<file path="src/rtl/slm_pkg.sv">
// ----------------------------------------------------------------------------
// Sensor level monitor package
// Shared codes, reset values and helpers for the sensor level monitor.
// ----------------------------------------------------------------------------
package slm_pkg;

   localparam int WINDOW_DEF = 150;

   localparam int SAMPLE_W = 12;
   localparam int MODE_W   = 3;
   localparam int ACTION_W = 2;
   localparam int CSR_IDX_W  = 3;
   localparam int CSR_DATA_W = 16;
   localparam int DWELL_W  = 16;
   localparam int OFFSET_W = 13;
   localparam int TIME_W   = 32;

   // item kinds
   localparam logic [ACTION_W-1:0] ACT_TICK   = 2'd0;
   localparam logic [ACTION_W-1:0] ACT_BUTTON = 2'd1;
   localparam logic [ACTION_W-1:0] ACT_SAMPLE = 2'd2;

   // filter modes
   localparam logic [1:0] FILT_RAW    = 2'd0;
   localparam logic [1:0] FILT_AVG    = 2'd1;
   localparam logic [1:0] FILT_OFFSET = 2'd2;

   // register indexes
   localparam logic [CSR_IDX_W-1:0] CSR_FILTER_MODE  = 3'd0;
   localparam logic [CSR_IDX_W-1:0] CSR_WARN_LEVEL   = 3'd1;
   localparam logic [CSR_IDX_W-1:0] CSR_ERROR_LEVEL  = 3'd2;
   localparam logic [CSR_IDX_W-1:0] CSR_DWELL_MS     = 3'd3;
   localparam logic [CSR_IDX_W-1:0] CSR_NOISE_OFFSET = 3'd4;

   // register reset values
   localparam logic [1:0]          FILTER_MODE_RST  = FILT_OFFSET;
   localparam logic [SAMPLE_W-1:0] WARN_LEVEL_RST   = 12'd2000;
   localparam logic [SAMPLE_W-1:0] ERROR_LEVEL_RST  = 12'd3000;
   localparam logic [DWELL_W-1:0]  DWELL_MS_RST     = 16'd5000;
   localparam logic [OFFSET_W-1:0] NOISE_OFFSET_RST = 13'd80;

   localparam logic [SAMPLE_W-1:0] SAMPLE_MAX = 12'd4095;

   // reported mode codes
   localparam logic [MODE_W-1:0] MODE_WAIT   = 3'd0;
   localparam logic [MODE_W-1:0] MODE_LISTEN = 3'd1;
   localparam logic [MODE_W-1:0] MODE_PAUSE  = 3'd2;
   localparam logic [MODE_W-1:0] MODE_WARN   = 3'd3;
   localparam logic [MODE_W-1:0] MODE_ERROR  = 3'd4;

   // value * 3300 / 4095 == (value * MV_MUL) >> MV_SHIFT for all 12-bit values
   localparam int MV_MUL_W  = 21;
   localparam int MV_SHIFT  = 21;
   localparam int MV_PROD_W = SAMPLE_W + MV_MUL_W;
   localparam logic [MV_MUL_W-1:0] MV_MUL = 21'd1690013;
   localparam logic [SAMPLE_W-1:0] MV_MAX = 12'd3300;

   typedef enum logic [4:0] {
      ST_WAIT   = 5'b00001,
      ST_LISTEN = 5'b00010,
      ST_PAUSE  = 5'b00100,
      ST_WARN   = 5'b01000,
      ST_ERROR  = 5'b10000
   } ctrl_state_type;

   function automatic logic [MODE_W-1:0] mode_code(ctrl_state_type st);
      logic [MODE_W-1:0] code;
      case (st)
         ST_WAIT:   code = MODE_WAIT;
         ST_LISTEN: code = MODE_LISTEN;
         ST_PAUSE:  code = MODE_PAUSE;
         ST_WARN:   code = MODE_WARN;
         default:   code = MODE_ERROR;
      endcase
      return code;
   endfunction

endpackage

</file>
<file path="src/rtl/sensor_level_monitor.sv">
// ----------------------------------------------------------------------------
// Sensor level monitor
// Button driven control, sample filtering, millivolt scaling, level alarms.
// ----------------------------------------------------------------------------
// One item is accepted per cycle while the pipe is not stalled, and its result
// passes the control stage, filter stage and output register in turn; the
// rate is set by the control state, tick counter and window sum, which are
// updated at the accepting edge. The moving average window lives in
// a WINDOW-entry memory written in order; a wrap flag masks entries not yet
// written, so no clearing pass is needed after reset or restart. The whole
// pipe stalls while a result waits on rsp_ready, and neither input channel is
// ready during reset.
module sensor_level_monitor #(
   parameter int WINDOW = slm_pkg::WINDOW_DEF
) (
   input  logic                                clock,
   input  logic                                reset,
   input  logic                                req_valid,
   output logic                                req_ready,
   input  logic [slm_pkg::ACTION_W-1:0]        req_action,
   input  logic                                req_button_level,
   input  logic [slm_pkg::SAMPLE_W-1:0]        req_sample,
   output logic                                rsp_valid,
   input  logic                                rsp_ready,
   output logic [slm_pkg::MODE_W-1:0]          rsp_mode_state,
   output logic [slm_pkg::SAMPLE_W-1:0]        rsp_filtered_value,
   output logic [slm_pkg::SAMPLE_W-1:0]        rsp_millivolts,
   output logic                                rsp_sample_used,
   output logic                                rsp_restart,
   input  logic                                csr_valid,
   output logic                                csr_ready,
   input  logic [slm_pkg::CSR_IDX_W-1:0]       csr_index,
   input  logic [slm_pkg::CSR_DATA_W-1:0]      csr_wdata
);

   localparam int AW      = $clog2(WINDOW);
   localparam int SUM_W   = slm_pkg::SAMPLE_W + $clog2(WINDOW);
   localparam int TH_W    = SUM_W + 1;
   localparam int MUL_W   = SUM_W + 1;
   localparam int PROD_W  = SUM_W + MUL_W;
   localparam int AVG_SHIFT = SUM_W + $clog2(WINDOW);
   // sum / WINDOW == (sum * AVG_MUL) >> AVG_SHIFT over the whole sum range
   localparam logic [MUL_W-1:0] AVG_MUL =
      MUL_W'(((64'd1 << AVG_SHIFT) + 64'(WINDOW) - 64'd1) / 64'(WINDOW));
   localparam logic [AW-1:0] WP_LAST = AW'(WINDOW - 1);
   localparam logic [TH_W-1:0] WARN_TH_RST =
      (TH_W'(slm_pkg::WARN_LEVEL_RST) + TH_W'(1)) * TH_W'(WINDOW);
   localparam logic [TH_W-1:0] ERROR_TH_RST =
      (TH_W'(slm_pkg::ERROR_LEVEL_RST) + TH_W'(1)) * TH_W'(WINDOW);

   // configuration
   logic [1:0]                          filter_mode_ff;
   logic [slm_pkg::SAMPLE_W-1:0]        warn_level_ff;
   logic [slm_pkg::SAMPLE_W-1:0]        error_level_ff;
   logic [slm_pkg::DWELL_W-1:0]         dwell_ms_ff;
   logic signed [slm_pkg::OFFSET_W-1:0] noise_offset_ff;
   logic [TH_W-1:0]                     warn_th_ff;
   logic [TH_W-1:0]                     error_th_ff;
   logic [TH_W-1:0]                     csr_th;

   // block state
   slm_pkg::ctrl_state_type      state_ff, state_in;
   logic                         last_btn_ff, last_btn_in;
   logic [slm_pkg::TIME_W-1:0]   now_ff, now_in;
   logic [slm_pkg::TIME_W-1:0]   dwell_start_ff, dwell_start_in;
   logic                         armed_ff, armed_in;
   logic [SUM_W-1:0]             sum_ff, sum_in;
   logic [AW-1:0]                wp_ff, wp_in;
   logic                         wrapped_ff, wrapped_in;

   // window memory
   logic [slm_pkg::SAMPLE_W-1:0] win_mem [WINDOW];
   logic [slm_pkg::SAMPLE_W-1:0] win_rd_ff;
   logic                         mem_we;

   // stage 1
   logic                         v1_ff;
   logic [slm_pkg::MODE_W-1:0]   s1_mode_ff;
   logic                         s1_used_ff, s1_restart_ff, s1_avg_ff;
   logic [SUM_W-1:0]             s1_sum_ff;
   logic [slm_pkg::SAMPLE_W-1:0] s1_direct_ff;

   // stage 2
   logic                         v2_ff;
   logic [slm_pkg::MODE_W-1:0]   s2_mode_ff;
   logic                         s2_used_ff, s2_restart_ff;
   logic [slm_pkg::SAMPLE_W-1:0] s2_f_ff, s2_f_in;

   // output register
   logic                         rsp_valid_ff;
   logic [slm_pkg::MODE_W-1:0]   rsp_mode_ff;
   logic [slm_pkg::SAMPLE_W-1:0] rsp_f_ff, rsp_mv_ff;
   logic                         rsp_used_ff, rsp_restart_ff;

   logic                         adv, req_accept;
   logic                         used, restart, avg_mode;
   logic [slm_pkg::SAMPLE_W-1:0] old_val, direct_val;
   logic signed [slm_pkg::SAMPLE_W+1:0] off_sum;
   logic [SUM_W-1:0]             avg_sum;
   logic                         gt_err, gt_warn;
   logic [slm_pkg::TIME_W-1:0]   elapsed;
   logic [PROD_W-1:0]            avg_prod;
   logic [slm_pkg::MV_PROD_W-1:0] mv_prod;

   assign adv        = !rsp_valid_ff || rsp_ready;
   assign req_ready  = adv && !reset;
   assign req_accept = req_valid && req_ready;
   assign csr_ready  = !reset;

   assign rsp_valid          = rsp_valid_ff;
   assign rsp_mode_state     = rsp_mode_ff;
   assign rsp_filtered_value = rsp_f_ff;
   assign rsp_millivolts     = rsp_mv_ff;
   assign rsp_sample_used    = rsp_used_ff;
   assign rsp_restart        = rsp_restart_ff;

   // ---------------- configuration ----------------
   assign csr_th = (TH_W'(csr_wdata[slm_pkg::SAMPLE_W-1:0]) + TH_W'(1)) * TH_W'(WINDOW);

   always_ff @(posedge clock) begin
      if (reset) begin
         filter_mode_ff  <= slm_pkg::FILTER_MODE_RST;
         warn_level_ff   <= slm_pkg::WARN_LEVEL_RST;
         error_level_ff  <= slm_pkg::ERROR_LEVEL_RST;
         dwell_ms_ff     <= slm_pkg::DWELL_MS_RST;
         noise_offset_ff <= slm_pkg::NOISE_OFFSET_RST;
         warn_th_ff      <= WARN_TH_RST;
         error_th_ff     <= ERROR_TH_RST;
      end else if (csr_valid && csr_ready) begin
         case (csr_index)
            slm_pkg::CSR_FILTER_MODE: begin
               filter_mode_ff <= csr_wdata[1:0];
            end
            slm_pkg::CSR_WARN_LEVEL: begin
               warn_level_ff <= csr_wdata[slm_pkg::SAMPLE_W-1:0];
               warn_th_ff    <= csr_th;
            end
            slm_pkg::CSR_ERROR_LEVEL: begin
               error_level_ff <= csr_wdata[slm_pkg::SAMPLE_W-1:0];
               error_th_ff    <= csr_th;
            end
            slm_pkg::CSR_DWELL_MS: begin
               dwell_ms_ff <= csr_wdata[slm_pkg::DWELL_W-1:0];
            end
            slm_pkg::CSR_NOISE_OFFSET: begin
               noise_offset_ff <= csr_wdata[slm_pkg::OFFSET_W-1:0];
            end
            default: begin
            end
         endcase
      end
   end

   // ---------------- stage 1: control and window ----------------
   assign avg_mode = (filter_mode_ff == slm_pkg::FILT_AVG);
   assign old_val  = wrapped_ff ? win_rd_ff : '0;
   assign avg_sum  = sum_ff - SUM_W'(old_val) + SUM_W'(req_sample);
   assign off_sum  = $signed({2'b00, req_sample}) +
                     $signed({noise_offset_ff[slm_pkg::OFFSET_W-1], noise_offset_ff});
   assign elapsed  = now_ff - dwell_start_ff;

   always_comb begin
      if (filter_mode_ff == slm_pkg::FILT_OFFSET) begin
         if (off_sum[slm_pkg::SAMPLE_W+1]) begin
            direct_val = '0;
         end else if (off_sum[slm_pkg::SAMPLE_W]) begin
            direct_val = slm_pkg::SAMPLE_MAX;
         end else begin
            direct_val = off_sum[slm_pkg::SAMPLE_W-1:0];
         end
      end else begin
         direct_val = req_sample;
      end
   end

   always_comb begin
      if (avg_mode) begin
         gt_err  = {1'b0, avg_sum} >= error_th_ff;
         gt_warn = {1'b0, avg_sum} >= warn_th_ff;
      end else begin
         gt_err  = direct_val > error_level_ff;
         gt_warn = direct_val > warn_level_ff;
      end
   end

   always_comb begin
      state_in       = state_ff;
      last_btn_in    = last_btn_ff;
      now_in         = now_ff;
      dwell_start_in = dwell_start_ff;
      armed_in       = armed_ff;
      sum_in         = sum_ff;
      wp_in          = wp_ff;
      wrapped_in     = wrapped_ff;
      mem_we         = 1'b0;
      used           = 1'b0;
      restart        = 1'b0;
      if (req_accept) begin
         case (req_action)
            slm_pkg::ACT_TICK: begin
               now_in = now_ff + 1'b1;
            end
            slm_pkg::ACT_BUTTON: begin
               if (last_btn_ff && !req_button_level) begin
                  case (state_ff)
                     slm_pkg::ST_WAIT:   state_in = slm_pkg::ST_LISTEN;
                     slm_pkg::ST_LISTEN: state_in = slm_pkg::ST_PAUSE;
                     slm_pkg::ST_PAUSE:  state_in = slm_pkg::ST_LISTEN;
                     slm_pkg::ST_WARN:   state_in = slm_pkg::ST_WAIT;
                     default:            restart  = 1'b1;
                  endcase
               end
               if (restart) begin
                  state_in       = slm_pkg::ST_WAIT;
                  last_btn_in    = 1'b1;
                  now_in         = '0;
                  dwell_start_in = '0;
                  armed_in       = 1'b0;
                  sum_in         = '0;
                  wp_in          = '0;
                  wrapped_in     = 1'b0;
               end else begin
                  last_btn_in = req_button_level;
               end
            end
            slm_pkg::ACT_SAMPLE: begin
               if (state_ff == slm_pkg::ST_LISTEN) begin
                  used = 1'b1;
                  if (avg_mode) begin
                     mem_we = 1'b1;
                     sum_in = avg_sum;
                     if (wp_ff == WP_LAST) begin
                        wp_in      = '0;
                        wrapped_in = 1'b1;
                     end else begin
                        wp_in = wp_ff + 1'b1;
                     end
                  end
                  if (gt_err) begin
                     state_in = slm_pkg::ST_ERROR;
                  end else if (gt_warn) begin
                     if (!armed_ff) begin
                        armed_in       = 1'b1;
                        dwell_start_in = now_ff;
                     end else if (elapsed >= slm_pkg::TIME_W'(dwell_ms_ff)) begin
                        state_in = slm_pkg::ST_WARN;
                        armed_in = 1'b0;
                     end
                  end else begin
                     armed_in = 1'b0;
                  end
               end
            end
            default: begin
            end
         endcase
      end
   end

   always_ff @(posedge clock) begin
      if (mem_we) begin
         win_mem[wp_ff] <= req_sample;
      end
      win_rd_ff <= win_mem[wp_in];
   end

   always_ff @(posedge clock) begin
      if (reset) begin
         state_ff       <= slm_pkg::ST_WAIT;
         last_btn_ff    <= 1'b1;
         now_ff         <= '0;
         dwell_start_ff <= '0;
         armed_ff       <= 1'b0;
         sum_ff         <= '0;
         wp_ff          <= '0;
         wrapped_ff     <= 1'b0;
      end else begin
         state_ff       <= state_in;
         last_btn_ff    <= last_btn_in;
         now_ff         <= now_in;
         dwell_start_ff <= dwell_start_in;
         armed_ff       <= armed_in;
         sum_ff         <= sum_in;
         wp_ff          <= wp_in;
         wrapped_ff     <= wrapped_in;
      end
   end

   always_ff @(posedge clock) begin
      if (req_accept) begin
         s1_mode_ff    <= slm_pkg::mode_code(state_in);
         s1_used_ff    <= used;
         s1_restart_ff <= restart;
         s1_avg_ff     <= avg_mode;
         s1_sum_ff     <= avg_sum;
         s1_direct_ff  <= direct_val;
      end
   end

   // ---------------- stage 2: filtered value, held between samples ----------------
   assign avg_prod = PROD_W'(s1_sum_ff) * PROD_W'(AVG_MUL);

   always_comb begin
      if (s1_restart_ff) begin
         s2_f_in = '0;
      end else if (s1_used_ff) begin
         s2_f_in = s1_avg_ff ? avg_prod[AVG_SHIFT +: slm_pkg::SAMPLE_W] : s1_direct_ff;
      end else begin
         s2_f_in = s2_f_ff;
      end
   end

   always_ff @(posedge clock) begin
      if (adv && v1_ff) begin
         s2_mode_ff    <= s1_mode_ff;
         s2_used_ff    <= s1_used_ff;
         s2_restart_ff <= s1_restart_ff;
      end
   end

   // ---------------- stage 3: millivolts and output register ----------------
   assign mv_prod = slm_pkg::MV_PROD_W'(s2_f_ff) * slm_pkg::MV_PROD_W'(slm_pkg::MV_MUL);

   always_ff @(posedge clock) begin
      if (adv && v2_ff) begin
         rsp_mode_ff    <= s2_mode_ff;
         rsp_f_ff       <= s2_f_ff;
         rsp_mv_ff      <= mv_prod[slm_pkg::MV_SHIFT +: slm_pkg::SAMPLE_W];
         rsp_used_ff    <= s2_used_ff;
         rsp_restart_ff <= s2_restart_ff;
      end
   end

   always_ff @(posedge clock) begin
      if (reset) begin
         v1_ff        <= 1'b0;
         v2_ff        <= 1'b0;
         rsp_valid_ff <= 1'b0;
         s2_f_ff      <= '0;
      end else if (adv) begin
         v1_ff        <= req_accept;
         v2_ff        <= v1_ff;
         rsp_valid_ff <= v2_ff;
         if (v1_ff) begin
            s2_f_ff <= s2_f_in;
         end
      end
   end

   // ---------------- assertions ----------------
   a_wp_range : assert property (@(posedge clock) disable iff (reset)
      wp_ff <= WP_LAST)
      else $error("window write position out of range");

   a_restart_clears : assert property (@(posedge clock) disable iff (reset)
      restart |=> (state_ff == slm_pkg::ST_WAIT) && (sum_ff == '0) && (wp_ff == '0) &&
                  !wrapped_ff && !armed_ff && (now_ff == '0))
      else $error("restart left state behind");

   a_restart_result : assert property (@(posedge clock) disable iff (reset)
      rsp_valid && rsp_restart |-> (rsp_mode_state == slm_pkg::MODE_WAIT) &&
                                   (rsp_filtered_value == '0) && (rsp_millivolts == '0))
      else $error("restart item carries stale values");

   a_mv_range : assert property (@(posedge clock) disable iff (reset)
      rsp_valid |-> rsp_millivolts <= slm_pkg::MV_MAX)
      else $error("millivolts out of range");

   a_used_listen : assert property (@(posedge clock) disable iff (reset)
      used |-> state_ff == slm_pkg::ST_LISTEN)
      else $error("sample processed outside listening");

endmodule

</file>
<file path="config.mk">
export PLATFORM = sky130hd
export DESIGN_NAME = sensor_level_monitor
export DESIGN_NICKNAME = d
export VERILOG_FILES = /design/src/rtl/slm_pkg.sv /design/src/rtl/sensor_level_monitor.sv
export SDC_FILE = /design/constraint.sdc
export NUM_CORES = 2
export LEC_CHECK = 0
export CORE_MARGIN = 3
export CORE_UTILIZATION = 60
export CTS_CLUSTER_SIZE = 20
export DETAILED_ROUTE_END_ITERATION = 6
export DONT_BUFFER_PORTS = 1
export PLACE_DENSITY = 0.74
export RECOVER_POWER = 25
export SYNTH_ARGS = -nofsm -noshare
export SYNTH_HDL_FRONTEND = slang
export SYNTH_SLANG_ARGS = --single-unit
</file>
<file path="constraint.sdc">
create_clock -name clock -period 9.8 [get_ports clock]
set_input_delay 0.49 -clock clock [delete_from_list [all_inputs] [get_ports clock]]
set_output_delay 0.49 -clock clock [all_outputs]
set_load 0.1 [all_outputs]
</file>
==> impl_metrics.ini <==
[grt]
grt_max_degree = 173
grt_first_pass_wirelength_um = 398000
grt_antenna_before_repair = 16
grt_usage_pct = 30.8
via_count_of_the_first_global_routing_pass = 64653
grt_overflow_total = 0

[clock_tree]
clk-insertion-delay-late_ns = 0.85
cts_inserted_buffers = 205
clock_input_transition_at_the_sequential_cells_of_the_worst_setup_and_hold_paths_ns = 0.06
h-tree-depth = 4
post-cts-setup-buffers = 0
cts.sink_count = 2094
ctsHoldBuffers = 39
maximum_number_of_buffers_from_clock_root_to_sink = 3
cts_resized = 0
tritoncts = built
cts_root_buf = sky130_fd_sc_hd__clkbuf_16

[sta]
timing.clock.skew_ns = 0.0595
max_slew_margin_pct = -444
fin_setup_tns_ns = 0
min_period_ns = 7.14
worst_slew_pin_slew_ns = 8.16
min_period_over_period_pct = 72.8
fmax_mhz = 140
timing.final.setup_violations = 0
final_max_slew_viol_count = 1812
hold_violations = 0
unrepaired_setup_endpoints_after_global_routing = false

[route]
drt_first_iter_violations = 8618
antenna_violating_nets_post_route = 0
drt_first_pass_iters = 6
post_drt_via_cell_ratio = 6.29
total_routed_length_um = 266000
dr_total_vias = 67416
met3WireLength_um = 25700
dr_wl_met2_um = 124000
routed_metal_1_wire_length_um = 104000
dr.max_layer_used = met5
drcViolationCount = 0
route.detailed.wl_per_inst_um = 24.8

[place]
post-dp-hpwl_um = 154000
finalWeightedCongestion = 0.909
place.port_buffers = 0

[floorplanning]
rows = 148
die_h_um = 413
die_x_um = 413
starting_density_pct = 60.8
coreArea_mm2 = 0.164
ios = 71
dieArea_mm2 = 0.171

[synth]
post-synth-top-area-cell = sky130_fd_sc_hd__edfxtp_1
synth_cells = 8488
synth_largest_type_area_fraction_pct = 56.4
count_of_state_elements_after_synthesis = 2094
synth_area_leaders = sky130_fd_sc_hd__edfxtp_1 (56%), sky130_fd_sc_hd__nand2_1 (6.8%), sky130_fd_sc_hd__ha_1 (5.7%)
syn_area_mm2 = 0.0996
synth_edf_count = 1872
netlist-cell-type-count = 91
synth.net_count = 9206
postSynth.topFlopCell = sky130_fd_sc_hd__edfxtp_1
seq_area_frac_synth_pct = 60.9
ys_async_sr_fraction_pct = 0
synth.avg_cell_area_um2 = 11.7
yosysWarningCount = 0

[layout]
layout-area-overhead-vs-synth_pct = 8.55
n_fill_cell = 11874
finalNetCount = 9059
drive_above_1_share_pct = 5.16
finalCoreUtilization_pct = 66.0

[min_path]
timing.hold.worst_endpoint = s1_direct_ff[11]$_DFFE_PP_
worst_hold_path_stage_count = 2
hold_path_startpoint = req_sample[11]
min_path_type = in2reg

[setup_path]
crit_required_ns = 10.53
worst_r2r_path_depth = 26
critical_path.reg2reg.endpoint = dwell_start_ff[26]$_SDFFE_PP0P_
cp.arrival_ns = 7.87
r2r_setup_slack_ns = 2.66
kind_of_critical_path = reg2reg
critical_path_startpoint = noise_offset_ff[0]$_SDFFE_PP0P_
worst_setup_path_start_kind = flip-flop
rr_startpoint = noise_offset_ff[0]$_SDFFE_PP0P_
crit_path_end_kind = flip-flop
cp_max_fo = 32

[job]
drv_cap = 12

[outcome]
violations = capacitance limit, slew limit
outcome = finished with violations

[power_and_ir_drop]
power-per-cell-area_mw_per_mm2 = 205
ir_drop_mv = 0.275
leakagePower_uw = 0.0404
-- where the power goes --
part	internal, uW	switching, uW	leakage [uW]
clock network	4290	3430	0.00322
logic	1910	2570	0.0185
registers	9830	149	0.0186
total	16000	6160	0.0404
-- layout make-up --
type                    instances  area (um2)  share of cell area [%]
inverters                     551        2070                    1.91
repair buffers                139        1230                    1.14
multi-input cells            5350       34800                    32.2
well taps                    2175        2720                    2.52
clock buffers                 259        5460                    5.05
flip-flops and latches       2094       60700                    56.1
clock inverters               126        1150                    1.07
diodes                         18        45.0                  0.0417
-- metal layers --
| metal | GRT usage, % | vias up |
|---|---|---|
| met5 | 0 | - |
| met4 | 13.1 | 8 |
| met3 | 5.89 | 599 |
| met2 | 48.4 | 3432 |
| met1 | 42.2 | 33046 |
| li1 | - | 30331 |
-- cells in the mapped netlist (all sizes together) (7+ instances only) --
cell type  instances
and2              29
edfxtp          1872
clkbuf           260
o21ai            127
o2111ai           12
a311oi           160
and3             296
or2               11
o31a               7
xnor2             67
o211ai            47
a2111oi           17
o21a              25
a31oi            223
ha               452
o22ai             27
inv              550
a221oi            13
nor2             367
a22oi             32
a32o              33
a211oi           159
fa               227
o41ai              9
mux2i             34
or3               23
and4b             12
nor2b             32
nand2           1809
dfxtp            222
a32oi             29
nor4              22
o21bai            14
nand4             34
buf              233
nor3              43
xor2              51
a21o              37
nand2b            21
o31ai             13
a21oi            262
nand3            513
-- worst max-delay path by stage --
stage and end:
2_1_floorplan s2_f_ff[11]$_SDFFE_PP0P_, 3_3_place_gp dwell_start_ff[15]$_SDFFE_PP0P_, 3_5_place_dp dwell_start_ff[29]$_SDFFE_PP0P_, 4_1_cts dwell_start_ff[23]$_SDFFE_PP0P_
5_1_grt dwell_start_ff[22]$_SDFFE_PP0P_, 6_report dwell_start_ff[26]$_SDFFE_PP0P_
-- critical path: stages (launching register included) --
cell                        delay, ns
sky130_fd_sc_hd__dfxtp_1         0.31
sky130_fd_sc_hd__ha_1            0.20
sky130_fd_sc_hd__fa_1            0.41
sky130_fd_sc_hd__a21o_1          0.20
sky130_fd_sc_hd__a21oi_1         0.24
sky130_fd_sc_hd__o21bai_1        0.10
sky130_fd_sc_hd__a21oi_1         0.25
sky130_fd_sc_hd__o21bai_1        0.11
sky130_fd_sc_hd__a21oi_1         0.24
sky130_fd_sc_hd__o21bai_1        0.12
sky130_fd_sc_hd__a2111oi_0       0.43
sky130_fd_sc_hd__nor3_1          0.12
sky130_fd_sc_hd__xor2_1          0.68
sky130_fd_sc_hd__nor2_1          0.10
sky130_fd_sc_hd__o21ai_0         0.50
sky130_fd_sc_hd__ha_1            0.36
sky130_fd_sc_hd__a21oi_1         0.15
sky130_fd_sc_hd__nor2b_1         0.05
sky130_fd_sc_hd__o21ai_0         0.13
sky130_fd_sc_hd__o21ai_0         0.11
sky130_fd_sc_hd__o31ai_1         0.26
sky130_fd_sc_hd__o31a_1          0.27
sky130_fd_sc_hd__a22oi_1         0.13
sky130_fd_sc_hd__nor2_1          0.21
sky130_fd_sc_hd__and2_1          0.98
sky130_fd_sc_hd__nand3_1         0.18
sky130_fd_sc_hd__a21oi_1         0.18
-- registers in the layout, summed over array words and instances (netlist names), 12 cells and up --
register / count
s1_sum_ff: 20
warn_th_ff: 20
noise_offset_ff: 13
warn_level_ff: 12
error_th_ff: 20
now_ff: 32
dwell_ms_ff: 16
win_mem: 1800
rsp_millivolts: 12
error_level_ff: 12
win_rd_ff: 12
s2_f_ff: 12
dwell_start_ff: 32
s1_direct_ff: 12
sum_ff: 20
rsp_filtered_value: 12
-- cells by family after synthesis --
group / count (synthesis) / synth area share [%]
AO/OA/AOI/OAI: 1281 / 8.87
XOR/XNOR: 118 / 1.04
adder cells (fa/ha/maj): 679 / 10.2
multiplexers: 35 / 0.353
buffers and inverters: 1044 / 4.27
AND/OR/NAND/NOR: 3237 / 14.3
flip-flops: 2094 / 60.9
-- through the flow --
stage | area, um2 | hold WS, ns | power, uW | worst slack (ns) | cells
floorplan | 99600 | 0.400 | 13400 | 3.50 | 8488
global placement | 101000 | 0.402 | 14300 | 2.69 | 10270
detailed placement | 101000 | 0.405 | 14500 | 2.35 | 10270
CTS | 108000 | 0.00370 | 22300 | 2.74 | 10694
global route | 108000 | 0.0351 | 23400 | 2.04 | 10697
finish | 108000 | 0.0540 | 22200 | 2.66 | 10712
-- placed cells by master (no fill, tap or decap), drive strengths merged, types with 34 or more instances in the layout --
cell    count
edfxtp   1872
nand2    1809
inv       559
nand3     513
ha        452
nor2      367
and3      296
clkbuf    271
a21oi     262
fa        227
a31oi     223
dfxtp     222
a311oi    160
a211oi    159
o21ai     127
buf       101
clkinv     99
xnor2      67
xor2       51
o211ai     47
nor3       43
a21o       37
nand4      34
mux2i      34
Power figures use the tool's default switching activity.
